`config.mk`:
```
export PLATFORM = sky130hd
export DESIGN_NAME = drum_step_sequencer_swing
export DESIGN_NICKNAME = d
export VERILOG_FILES = /design/src/rtl/dss_pkg.sv /design/src/rtl/drum_step_sequencer_swing.sv /design/src/rtl/dss_ram.sv /design/src/rtl/dss_cmp_sub.sv /design/src/rtl/dss_ctrl.sv
export SDC_FILE = /design/constraint.sdc
export NUM_CORES = 2
export LEC_CHECK = 0
export BUFFER_PORTS_ARGS = -buffer_cell sky130_fd_sc_hd__buf_2
export CAP_MARGIN = 5
export CORE_ASPECT_RATIO = 1.75
export CORE_MARGIN = 2
export CORE_UTILIZATION = 60
export DETAILED_ROUTE_END_ITERATION = 12
export HOLD_SLACK_MARGIN = 0.1
export MAX_ROUTING_LAYER = met4
export PLACE_DENSITY_LB_ADDON = 0.12
export SLEW_MARGIN = 40
export SYNTH_ARGS = -nofsm -noshare
export SYNTH_HDL_FRONTEND = slang
export SYNTH_HIERARCHICAL = 1
export SYNTH_SLANG_ARGS = --single-unit
```
`constraint.sdc`:
```
create_clock -name clock -period 5.8 [get_ports clock]
set_input_delay 0 -clock clock [delete_from_list [all_inputs] [get_ports clock]]
set_output_delay 0 -clock clock [all_outputs]
set_load 0.1 [all_outputs]
```
`src/rtl/dss_pkg.sv`:
```
// ----------------------------------------------------------------------------
// dss_pkg: drum step sequencer shared types and constants
// Payload structs, command and state codes, register indexes, reset values.
// ----------------------------------------------------------------------------
package dss_pkg;

   localparam int NUM_VOICES_DEF = 8;
   localparam int NUM_STEPS_DEF  = 16;
   localparam int MAX_RESULTS    = 8;

   localparam int COUNT_W  = 26;
   localparam int SPS_W    = 24;
   localparam int SWING_W  = 8;
   localparam int VEL_W    = 8;
   localparam int PROD_W   = SPS_W + SWING_W;
   localparam int NRES_W   = 4;
   localparam int MOD_BITS = 26;
   localparam int CELL_W   = VEL_W + 1;

   localparam logic [COUNT_W-1:0] ONE_SAMPLE     = 26'd256;
   localparam logic [SPS_W-1:0]   RESET_SPS      = 24'd1536000;
   localparam logic [SWING_W-1:0] RESET_SWING    = 8'd0;
   localparam logic [VEL_W-1:0]   RESET_VELOCITY = 8'd204;

   localparam int CSR_IDX_W = 1;
   localparam logic [CSR_IDX_W-1:0] CSR_SPS   = 1'd0;
   localparam logic [CSR_IDX_W-1:0] CSR_SWING = 1'd1;

   typedef enum logic [1:0] {
      CMD_TICK   = 2'd0,
      CMD_CELL   = 2'd1,
      CMD_PLAY   = 2'd2,
      CMD_LOCATE = 2'd3
   } cmd_type;

   typedef enum logic [3:0] {
      ST_CLEAR,
      ST_IDLE,
      ST_MUL,
      ST_THR,
      ST_CMP,
      ST_READ,
      ST_CHECK,
      ST_FLUSH,
      ST_MOD,
      ST_REM
   } state_type;

   typedef struct packed {
      cmd_type     cmd;
      logic [2:0]  voice;
      logic [3:0]  step_index;
      logic        active;
      logic [7:0]  velocity;
      logic        play;
      logic [31:0] position;
   } req_type;

   typedef struct packed {
      logic [2:0] trig_voice;
      logic [7:0] trig_velocity;
      logic       last;
   } rsp_type;

   typedef struct packed {
      logic    valid;
      rsp_type data;
   } emit_type;

   typedef struct packed {
      logic busy;
      logic clearing;
   } status_type;

endpackage

```
`src/rtl/drum_step_sequencer_swing.sv`:
```
// Tick: ST_MUL and ST_THR lead to the step compare in ST_CMP; on a step advance
//   each voice is scanned through the pattern RAM port (ST_READ, ST_CHECK), then
//   ST_FLUSH, longer while rsp_stall holds. Cell write and play stay in ST_IDLE.
// Locate: reciprocal multiply (ST_MOD), then one compare/subtract pass (ST_REM).
// Reset: synchronous; a clearing pass then writes all 2^(VW+SW) pattern cells
//   (128 cells at defaults) with req_stall high; CSR writes are taken always.
// ----------------------------------------------------------------------------
// drum_step_sequencer_swing: sample-clocked drum step sequencer with swing
// CSR registers, result output register and the sequencer core.
// ----------------------------------------------------------------------------
module drum_step_sequencer_swing #(
   parameter int NUM_VOICES = dss_pkg::NUM_VOICES_DEF,
   parameter int NUM_STEPS  = dss_pkg::NUM_STEPS_DEF
) (
   input  logic                          clock,
   input  logic                          reset,
   input  logic                          req_valid,
   output logic                          req_stall,
   input  dss_pkg::req_type              req_payload,
   output logic                          rsp_valid,
   input  logic                          rsp_stall,
   output dss_pkg::rsp_type              rsp_payload,
   input  logic                          csr_valid,
   output logic                          csr_ready,
   input  logic [dss_pkg::CSR_IDX_W-1:0] csr_index,
   input  logic [dss_pkg::SPS_W-1:0]     csr_wdata
);
   import dss_pkg::*;

   logic [SPS_W-1:0]   sps_ff, sps_in;
   logic [SWING_W-1:0] swing_ff, swing_in;
   logic               out_valid_ff, out_valid_in;
   rsp_type            out_data_ff, out_data_in;
   logic               out_ready;
   emit_type           emit;
   status_type         status;

   assign csr_ready = 1'b1;
   assign out_ready = !out_valid_ff || !rsp_stall;

   always_comb begin
      sps_in   = sps_ff;
      swing_in = swing_ff;
      if (csr_valid && csr_ready) begin
         case (csr_index)
            CSR_SPS:   sps_in   = csr_wdata;
            CSR_SWING: swing_in = csr_wdata[SWING_W-1:0];
            default: begin
            end
         endcase
      end
   end

   always_comb begin
      out_valid_in = out_valid_ff;
      out_data_in  = out_data_ff;
      if (emit.valid) begin
         out_valid_in = 1'b1;
         out_data_in  = emit.data;
      end else if (!rsp_stall) begin
         out_valid_in = 1'b0;
      end
   end

   always_ff @(posedge clock) begin
      if (reset) begin
         sps_ff       <= RESET_SPS;
         swing_ff     <= RESET_SWING;
         out_valid_ff <= 1'b0;
      end else begin
         sps_ff       <= sps_in;
         swing_ff     <= swing_in;
         out_valid_ff <= out_valid_in;
      end
      out_data_ff <= out_data_in;
   end

   dss_ctrl #(
      .NUM_VOICES (NUM_VOICES),
      .NUM_STEPS  (NUM_STEPS)
   ) u_ctrl (
      .clock       (clock),
      .reset       (reset),
      .req_valid   (req_valid),
      .req_payload (req_payload),
      .req_stall   (req_stall),
      .sps         (sps_ff),
      .swing       (swing_ff),
      .out_ready   (out_ready),
      .emit        (emit),
      .status      (status)
   );

   assign rsp_valid   = out_valid_ff;
   assign rsp_payload = out_data_ff;

   a_emit_fits: assert property (@(posedge clock) disable iff (reset)
      emit.valid |-> out_ready)
      else $error("trigger pushed into a held output register");

   a_clear_blocks: assert property (@(posedge clock) disable iff (reset)
      status.clearing |-> req_stall)
      else $error("request taken during pattern clear");

   a_last_ends_tick: assert property (@(posedge clock) disable iff (reset)
      emit.valid && emit.data.last |=> !req_stall && !status.busy)
      else $error("sequencer not idle after final trigger");

   a_busy_stalls: assert property (@(posedge clock) disable iff (reset)
      status.busy |-> req_stall)
      else $error("request taken while sequencer busy");
endmodule

```
`src/rtl/dss_ram.sv`:
```
// ----------------------------------------------------------------------------
// dss_ram: generic simple dual-port RAM
// One write port and one read port with registered read data.
// ----------------------------------------------------------------------------
module dss_ram #(
   parameter int WIDTH = 9,
   parameter int DEPTH = 128
) (
   input  logic                     clock,
   input  logic                     wr_en,
   input  logic [$clog2(DEPTH)-1:0] wr_addr,
   input  logic [WIDTH-1:0]         wr_data,
   input  logic [$clog2(DEPTH)-1:0] rd_addr,
   output logic [WIDTH-1:0]         rd_data
);
   logic [WIDTH-1:0] mem_ff [DEPTH];
   logic [WIDTH-1:0] rd_data_ff;

   always_ff @(posedge clock) begin
      if (wr_en) begin
         mem_ff[wr_addr] <= wr_data;
      end
      rd_data_ff <= mem_ff[rd_addr];
   end

   assign rd_data = rd_data_ff;
endmodule

```
`src/rtl/dss_cmp_sub.sv`:
```
// ----------------------------------------------------------------------------
// dss_cmp_sub: shared compare and subtract unit
// Gives a >= b and a - b; used for step thresholds and position reduction.
// ----------------------------------------------------------------------------
module dss_cmp_sub (
   input  logic [dss_pkg::COUNT_W-1:0] op_a,
   input  logic [dss_pkg::COUNT_W-1:0] op_b,
   output logic                        ge,
   output logic [dss_pkg::COUNT_W-1:0] diff
);
   import dss_pkg::*;

   logic [COUNT_W:0] wide_diff;

   assign wide_diff = {1'b0, op_a} - {1'b0, op_b};
   assign ge        = ~wide_diff[COUNT_W];
   assign diff      = wide_diff[COUNT_W-1:0];
endmodule

```
`src/rtl/dss_ctrl.sv`:
```
// ----------------------------------------------------------------------------
// dss_ctrl: sequencer core
// Pattern clear, command decode, swing threshold, step advance, pattern scan, locate.
// ----------------------------------------------------------------------------
module dss_ctrl #(
   parameter int NUM_VOICES = dss_pkg::NUM_VOICES_DEF,
   parameter int NUM_STEPS  = dss_pkg::NUM_STEPS_DEF
) (
   input  logic                        clock,
   input  logic                        reset,
   input  logic                        req_valid,
   input  dss_pkg::req_type            req_payload,
   output logic                        req_stall,
   input  logic [dss_pkg::SPS_W-1:0]   sps,
   input  logic [dss_pkg::SWING_W-1:0] swing,
   input  logic                        out_ready,
   output dss_pkg::emit_type           emit,
   output dss_pkg::status_type         status
);
   import dss_pkg::*;

   localparam int VW      = (NUM_VOICES > 1) ? $clog2(NUM_VOICES) : 1;
   localparam int SW      = $clog2(NUM_STEPS);
   localparam int AW      = VW + SW;
   localparam int DEPTH   = 1 << AW;
   localparam int RECIP_W = MOD_BITS + 32;
   localparam logic [31:0] MOD_RECIP =
      32'(((64'd1 << 32) + 64'(NUM_STEPS) - 64'd1) / 64'(NUM_STEPS));

   state_type            state_ff, state_in;
   logic                 playing_ff, playing_in;
   logic [SW-1:0]        step_ff, step_in;
   logic [COUNT_W-1:0]   count_ff, count_in;
   logic [COUNT_W-1:0]   cnt_ff, cnt_in;
   logic [PROD_W-1:0]    prod_ff, prod_in;
   logic [COUNT_W-1:0]   thr_ff, thr_in;
   logic [VW-1:0]        voice_ff, voice_in;
   logic [NRES_W-1:0]    nres_ff, nres_in;
   logic                 pend_valid_ff, pend_valid_in;
   logic [2:0]           pend_voice_ff, pend_voice_in;
   logic [VEL_W-1:0]     pend_vel_ff, pend_vel_in;
   logic [MOD_BITS-1:0]  bits_ff, bits_in;
   logic [MOD_BITS-1:0]  quot_ff, quot_in;
   logic [AW-1:0]        clr_ff, clr_in;

   logic                 ram_we;
   logic [AW-1:0]        ram_waddr;
   logic [CELL_W-1:0]    ram_wdata;
   logic [AW-1:0]        ram_raddr;
   logic [CELL_W-1:0]    ram_rdata;

   logic [COUNT_W-1:0]   op_a, op_b, cmp_diff;
   logic                 cmp_ge;
   logic [COUNT_W:0]     sum_wide;
   logic [RECIP_W-1:0]   recip_prod;
   logic [COUNT_W-1:0]   quot_steps;
   logic                 take;

   assign ram_raddr  = {step_ff, voice_ff};
   assign sum_wide   = {1'b0, count_ff} + {1'b0, ONE_SAMPLE};
   assign recip_prod = RECIP_W'(bits_ff) * RECIP_W'(MOD_RECIP);
   assign quot_steps = COUNT_W'(quot_ff * MOD_BITS'(NUM_STEPS));
   assign take       = ram_rdata[CELL_W-1] && (nres_ff < NRES_W'(MAX_RESULTS));

   dss_ram #(
      .WIDTH (CELL_W),
      .DEPTH (DEPTH)
   ) u_cells (
      .clock   (clock),
      .wr_en   (ram_we),
      .wr_addr (ram_waddr),
      .wr_data (ram_wdata),
      .rd_addr (ram_raddr),
      .rd_data (ram_rdata)
   );

   dss_cmp_sub u_cmp (
      .op_a (op_a),
      .op_b (op_b),
      .ge   (cmp_ge),
      .diff (cmp_diff)
   );

   always_ff @(posedge clock) begin
      if (reset) begin
         state_ff      <= ST_CLEAR;
         playing_ff    <= 1'b0;
         step_ff       <= '0;
         count_ff      <= '0;
         clr_ff        <= '0;
         pend_valid_ff <= 1'b0;
      end else begin
         state_ff      <= state_in;
         playing_ff    <= playing_in;
         step_ff       <= step_in;
         count_ff      <= count_in;
         clr_ff        <= clr_in;
         pend_valid_ff <= pend_valid_in;
      end
      cnt_ff        <= cnt_in;
      prod_ff       <= prod_in;
      thr_ff        <= thr_in;
      voice_ff      <= voice_in;
      nres_ff       <= nres_in;
      pend_voice_ff <= pend_voice_in;
      pend_vel_ff   <= pend_vel_in;
      bits_ff       <= bits_in;
      quot_ff       <= quot_in;
   end

   always_comb begin
      state_in      = state_ff;
      playing_in    = playing_ff;
      step_in       = step_ff;
      count_in      = count_ff;
      cnt_in        = cnt_ff;
      prod_in       = prod_ff;
      thr_in        = thr_ff;
      voice_in      = voice_ff;
      nres_in       = nres_ff;
      pend_valid_in = pend_valid_ff;
      pend_voice_in = pend_voice_ff;
      pend_vel_in   = pend_vel_ff;
      bits_in       = bits_ff;
      quot_in       = quot_ff;
      clr_in        = clr_ff;
      ram_we        = 1'b0;
      ram_waddr     = clr_ff;
      ram_wdata     = {1'b0, RESET_VELOCITY};
      op_a          = cnt_ff;
      op_b          = thr_ff;
      emit.valid              = 1'b0;
      emit.data.trig_voice    = pend_voice_ff;
      emit.data.trig_velocity = pend_vel_ff;
      emit.data.last          = (state_ff == ST_FLUSH);
      case (state_ff)
         ST_CLEAR: begin
            ram_we = 1'b1;
            clr_in = clr_ff + 1'b1;
            if (clr_ff == '1) begin
               state_in = ST_IDLE;
            end
         end
         ST_IDLE: begin
            if (req_valid) begin
               case (req_payload.cmd)
                  CMD_TICK: begin
                     if (playing_ff) begin
                        state_in = ST_MUL;
                     end
                  end
                  CMD_CELL: begin
                     if ((32'(req_payload.voice) < NUM_VOICES) &&
                         (32'(req_payload.step_index) < NUM_STEPS)) begin
                        ram_we    = 1'b1;
                        ram_waddr = {SW'(req_payload.step_index), VW'(req_payload.voice)};
                        ram_wdata = {req_payload.active, req_payload.velocity};
                     end
                  end
                  CMD_PLAY: begin
                     if (req_payload.play && !playing_ff) begin
                        step_in  = '0;
                        count_in = '0;
                     end
                     playing_in = req_payload.play;
                  end
                  CMD_LOCATE: begin
                     playing_in = req_payload.play;
                     if (req_payload.play) begin
                        bits_in  = req_payload.position[31:6];
                        state_in = ST_MOD;
                     end
                  end
                  default: begin
                  end
               endcase
            end
         end
         ST_MUL: begin
            prod_in  = PROD_W'(swing) * PROD_W'(sps);
            cnt_in   = sum_wide[COUNT_W] ? '1 : sum_wide[COUNT_W-1:0];
            state_in = ST_THR;
         end
         ST_THR: begin
            thr_in   = COUNT_W'(sps) + (step_ff[0] ? COUNT_W'(prod_ff[PROD_W-1:9]) : '0);
            state_in = ST_CMP;
         end
         ST_CMP: begin
            if (cmp_ge) begin
               count_in      = cmp_diff;
               step_in       = (step_ff == SW'(NUM_STEPS - 1)) ? '0 : step_ff + 1'b1;
               voice_in      = '0;
               nres_in       = '0;
               pend_valid_in = 1'b0;
               state_in      = ST_READ;
            end else begin
               count_in = cnt_ff;
               state_in = ST_IDLE;
            end
         end
         ST_READ: begin
            state_in = ST_CHECK;
         end
         ST_CHECK: begin
            if (take && pend_valid_ff) begin
               emit.valid = out_ready;
            end
            if (!(take && pend_valid_ff) || out_ready) begin
               if (take) begin
                  pend_valid_in = 1'b1;
                  pend_voice_in = 3'(voice_ff);
                  pend_vel_in   = ram_rdata[VEL_W-1:0];
                  nres_in       = nres_ff + 1'b1;
               end
               if (voice_ff == VW'(NUM_VOICES - 1)) begin
                  state_in = ST_FLUSH;
               end else begin
                  voice_in = voice_ff + 1'b1;
                  state_in = ST_READ;
               end
            end
         end
         ST_FLUSH: begin
            if (!pend_valid_ff) begin
               state_in = ST_IDLE;
            end else if (out_ready) begin
               emit.valid    = 1'b1;
               pend_valid_in = 1'b0;
               state_in      = ST_IDLE;
            end
         end
         ST_MOD: begin
            quot_in  = recip_prod[RECIP_W-1:32];
            state_in = ST_REM;
         end
         ST_REM: begin
            op_a     = bits_ff;
            op_b     = quot_steps;
            step_in  = cmp_diff[SW-1:0];
            state_in = ST_IDLE;
         end
         default: begin
            state_in = ST_IDLE;
         end
      endcase
   end

   assign req_stall = (state_ff != ST_IDLE);
   assign status    = '{busy: (state_ff != ST_IDLE), clearing: (state_ff == ST_CLEAR)};
endmodule
```
[Word level (Yosys, flattened, before mapping)]
Memories as Yosys holds them, arrays and structs flattened. A register that Yosys moved wholly into a read port is not among the register bits.
Cells that the tools add are included.
Storage, ports and cells
  bits in registers: 238
  RAM bits: 1152
  logic and storage cells: 144
  memories kept: 1
Memory list
  u_ctrl.u_cells.mem_ff: depth 128, bits a word 9, read ports 1, clocked after Yosys merged registers in 1, write ports 1, RTL line dss_ram.sv:16  | logic [WIDTH-1:0] mem_ff [DEPTH];
Operators by class
  add/sub/neg operators: 7
  multipliers: 1
  order comparisons: 1
  eq/ne operators: 29
  multiplexer cells: 56
  bitwise logic cells: 1
  reductions and logical operators: 27
Operators by type and width (count)
  26-bit 2-to-1 mux: 6
  4-bit 2-to-1 mux: 15
  26-bit one-hot mux with 2 select lines: 1
  4-bit one-hot mux with 9 select lines: 1
  8-bit by 24-bit multiplier with 32-bit output: 1
  26-bit by 9-bit adder with 27-bit output, second input constant: 1
  9-bit 2-to-1 mux: 3
  26-bit by 26-bit subtractor with 27-bit output: 1
  24-bit by 26-bit adder with 26-bit output: 1
  23-bit 2-to-1 mux: 1
  7-bit 2-to-1 mux: 3
  4-bit AND reduction: 5
  4-bit by 3-bit equality test with 1-bit output, second input constant: 4
  4-bit one-hot mux with 2 select lines: 2
  1-bit 2-to-1 mux: 14
  4-bit equality test, second input constant: 3
  3-bit 2-to-1 mux: 4
  4-bit one-hot mux with 3 select lines: 1
  2-bit by 1-bit inequality test with 1-bit output, second input constant: 5
  3-bit by 2-bit inequality test with 1-bit output, second input constant: 3
  4-bit by 1-bit adder with 4-bit output, second input constant: 2
  4-bit by 2-bit equality test with 1-bit output, second input constant: 2
  2-bit inequality test, second input constant: 4
  7-bit by 1-bit adder with 7-bit output, second input constant: 1
  26 further kinds: 38

[Logic depth before layout (Yosys ltp)]
  depth in word-level cells: 7
  mapped depth: 22
  gate-level depth less buffers: 19

[Cells and area by module]
Netlist, hierarchy kept.
By module, submodules not included
  dss_ram: instances 1, cells each 1816, area each 44529.0 um2, sequential area each 34773.4 um2
  dss_ctrl: instances 1, cells each 1406, area each 14770.4 um2, sequential area each 5064.9 um2
  drum_step_sequencer_swing: instances 1, cells each 151, area each 1795.5 um2, sequential area each 1021.0 um2
  dss_cmp_sub: instances 1, cells each 224, area each 1561.5 um2, sequential area each 0.0 um2

[Worst setup path after synthesis]
Ideal clock, no wire load.
  path type: reg-to-reg
  start: register swing_ff[6]
  end: register u_ctrl.prod_ff[31], data pin
  setup time: 255 ps
  data arrival time: 4740 ps
  path slack: 805 ps
  stages on the path, launching flop included: 18
  path buffers: 1
  clock period less this slack: 4995 ps
  cell sequence: dfxtp_1 clkbuf_1 and2_1 fa_1 fa_1 fa_1 inv_1 fa_1 inv_1 ha_1 a21oi_1 nand2_1 nor2_1 a21oi_2 a311oi_4 o21ai_2 or4_1 and3_1
On the way
  word-level cells in the longest chain between the ends: 1
RTL lines
  from (decl): RTL line drum_step_sequencer_swing.sv:31  | logic [SWING_W-1:0] swing_ff, swing_in;
  from (signal assigned): RTL line drum_step_sequencer_swing.sv:72  | swing_ff <= swing_in;
  8-bit by 24-bit multiplier with 32-bit output: RTL line dss_ctrl.sv:180  | prod_in = PROD_W'(swing) * PROD_W'(sps);
  to (signal assigned): RTL line dss_ctrl.sv:101  | prod_ff <= prod_in;
  to (decl): RTL line dss_ctrl.sv:35  | logic [PROD_W-1:0] prod_ff, prod_in;
No other way between the ends.
A chain may end at the register's enable or synchronous reset.

[Worst setup path in the final report]
  start: register swing_ff[2]
  end: register u_ctrl.prod_ff[31], data pin
The elaborated chain is that of the path after synthesis.

==> results.json <==
{
  "wirelength_um": 147000,
  "hold-path-cell-count": 2,
  "clk_pin_slew_ps": 70,
  "place_area_mm2": 0.0654,
  "ios": 96,
  "yosys_warnings": 6,
  "final_cell_mix": "1,304 x edfxtp_1, 378 x mux4_2, 198 x inv_1, 182 x and2_1, 170 x nor2_1",
  "dp.cells": 5000,
  "fin_crit_ps": 5470,
  "reg2reg_from": "swing_ff[2]$_SDFFE_PP0P_",
  "mostFrequentLayoutCell": "edfxtp_1",
  "endpoint_kind": "flip-flop",
  "min_period_over_period": 0.943,
  "grt_remaining_overflow": 0,
  "gp_congestion": 0.966,
  "grt_pass1_vias": 35445,
  "slew_violations": 0,
  "io_buffers": 88,
  "cts_root_buf": "clkbuf_16",
  "clk_path_buf_depth": 3,
  "cts.sinks": 1389,
  "worstMarginPinSlew_ps": 870,
  "core_area_mm2": 0.103,
  "holdPathEnd": "u_ctrl/u_cells/mem_ff[98][7]$_DFFE_PP_",
  "syn_nets": 3918,
  "power_mw": 23.0,
  "clk_latency_ps": 740,
  "worst_ep_arrival_time_ps": 5970,
  "whs_ps": 151,
  "cap_violations": 0,
  "grt_antenna_before_repair": 0,
  "post_route_cells_drive_above_1_share": 0.241,
  "r2r_cells": 16,
  "layout.nets": 4238,
  "routed-via-count": 33425,
  "grt_use_total": 0.291,
  "hold_path.startpoint": "req_payload[40]",
  "drc_errors": 0,
  "syn_inst": 3596,
  "cts_tree": "done",
  "p_per_area_mw_per_mm2": 326,
  "vias_per_cell": 6.23,
  "start_util": 0.606,
  "die_w_um": 248,
  "pre_cts_slack_ps": 359,
  "ff_latch_area_mm2": 0.0409,
  "syn2layout_area_growth_pct": 12.7,
  "fin_area_mm2": 0.0706,
  "hold_violations": 0,
  "drt_iter0_markers": 2987,
  "critPathRequiredTime_ps": 6300,
  "critical_path.max_fanout": 18,
  "cts_setup_buffers": 0,
  "numCtsBuffers": 116,
  "fin_worst_skew_ps": 29.5,
  "hold_path_class": "input pin to flip-flop",
  "fill_cells": 6735,
  "htreeDepth": 3,
  "p_leak_nw": 26.5,
  "chipHeight_um": 431,
  "start_kind": "flip-flop",
  "outcome": "finished, final reports clean",
  "netlist_area_mm2": 0.0626,
  "final.setup.worst_slack_ps": 329,
  "crit_type": "flip-flop to flip-flop",
  "grt_first_pass_wirelength_um": 221000,
  "antenna_left": 0,
  "routedWlPerCell_um": 27.4,
  "avgSynthCellArea_um2": 17.4,
  "ir_drop_uv": 272,
  "fin_tns_setup_ps": 0,
  "slew-limit-headroom": 0.418,
  "dr.pass1.iters": 5,
  "rsz0062_at_grt": "false",
  "dieArea_mm2": 0.107,
  "row_count": 156,
  "fin_util": 0.683,
  "rr_endpoint": "u_ctrl/prod_ff[31]$_DFFE_PP_",
  "setup_viol": 0,
  "fmax_mhz": 183,
  "r2r_slack_ps": 330,
  "multi_input_area_mm2": 0.0205,
  "hpwlAfterDp_um": 98600,
  "instances_no_fill": 5361,
  "grt_max_degree": 126
}
-- critical path: stages, from the launching register on --
cell	delay [ps]
dfxtp_1	760
and2_1	250
fa_1	450
fa_1	500
fa_1	560
inv_1	60
fa_1	520
inv_1	40
ha_1	350
a21oi_1	260
nand2_1	90
nor2_1	130
a21oi_2	130
a311oi_4	380
o21ai_2	190
or4_1	410
and3_1	170
-- sequential cells by signal, summed over array words and instances (netlist names) --
register,cells
u_ctrl/quot_ff,22
u_ctrl/u_cells/mem_ff,1152
u_ctrl/state_ff,4
u_ctrl/step_ff,4
sps_ff,24
u_ctrl/thr_ff,25
u_ctrl/pend_voice_ff,3
u_ctrl/cnt_ff,26
rsp_payload,12
u_ctrl/playing_ff,1
u_ctrl/voice_ff,3
swing_ff,8
u_ctrl/nres_ff,4
u_ctrl/prod_ff,23
u_ctrl/pend_vel_ff,8
u_ctrl/count_ff,26
u_ctrl/bits_ff,26
u_ctrl/clr_ff,7
rsp_valid,1
u_ctrl/u_cells/rd_data,9
u_ctrl/pend_valid_ff,1
-- what timing repair did --
item / in CTS / in global routing
hold endpoints to repair: 435 / 32
hold buffers: 139 / 1
resized for setup: 0 / 0
-- worst max path at each step --
stage | startpoint | end | cells past startpoint
floorplan | swing_ff[6]$_SDFFE_PP0P_ | u_ctrl/prod_ff[31]$_DFFE_PP_ | 17
global placement | swing_ff[2]$_SDFFE_PP0P_ | u_ctrl/prod_ff[31]$_DFFE_PP_ | 16
detailed placement | swing_ff[4]$_SDFFE_PP0P_ | u_ctrl/prod_ff[25]$_DFFE_PP_ | 16
CTS | swing_ff[2]$_SDFFE_PP0P_ | u_ctrl/prod_ff[31]$_DFFE_PP_ | 17
global route | swing_ff[2]$_SDFFE_PP0P_ | u_ctrl/prod_ff[31]$_DFFE_PP_ | 18
finish | swing_ff[2]$_SDFFE_PP0P_ | u_ctrl/prod_ff[31]$_DFFE_PP_ | 16
-- per-layer routing --
metal / vias to the layer above / wire length (um) / GRT usage
met5: - / 0 / -
met4: 0 / 7940 / 0.141
met3: 317 / 7480 / 0.0332
met2: 1152 / 80000 / 0.510
met1: 17443 / 51200 / 0.331
li1: 14513 / - / -
-- layout make-up --
type | instances | area share
Tap cell | 1343 | 0.0238
Timing Repair Buffer | 369 | 0.0439
Sequential cell | 1389 | 0.579
Inverter | 198 | 0.0105
Multi-Input combinational cell | 1842 | 0.290
Clock inverter | 67 | 0.00856
Clock buffer | 151 | 0.0443
Antenna cell | 2 | 0.0000709
-- where the power goes --
group / switching [mW] / leakage (nW) / internal [mW]
Combinational: 2.29 / 10.4 / 1.62
Clock: 3.51 / 1.79 / 4.17
Sequential: 0.235 / 14.2 / 11.2
Note: power is estimated with default switching activity, not from simulation.
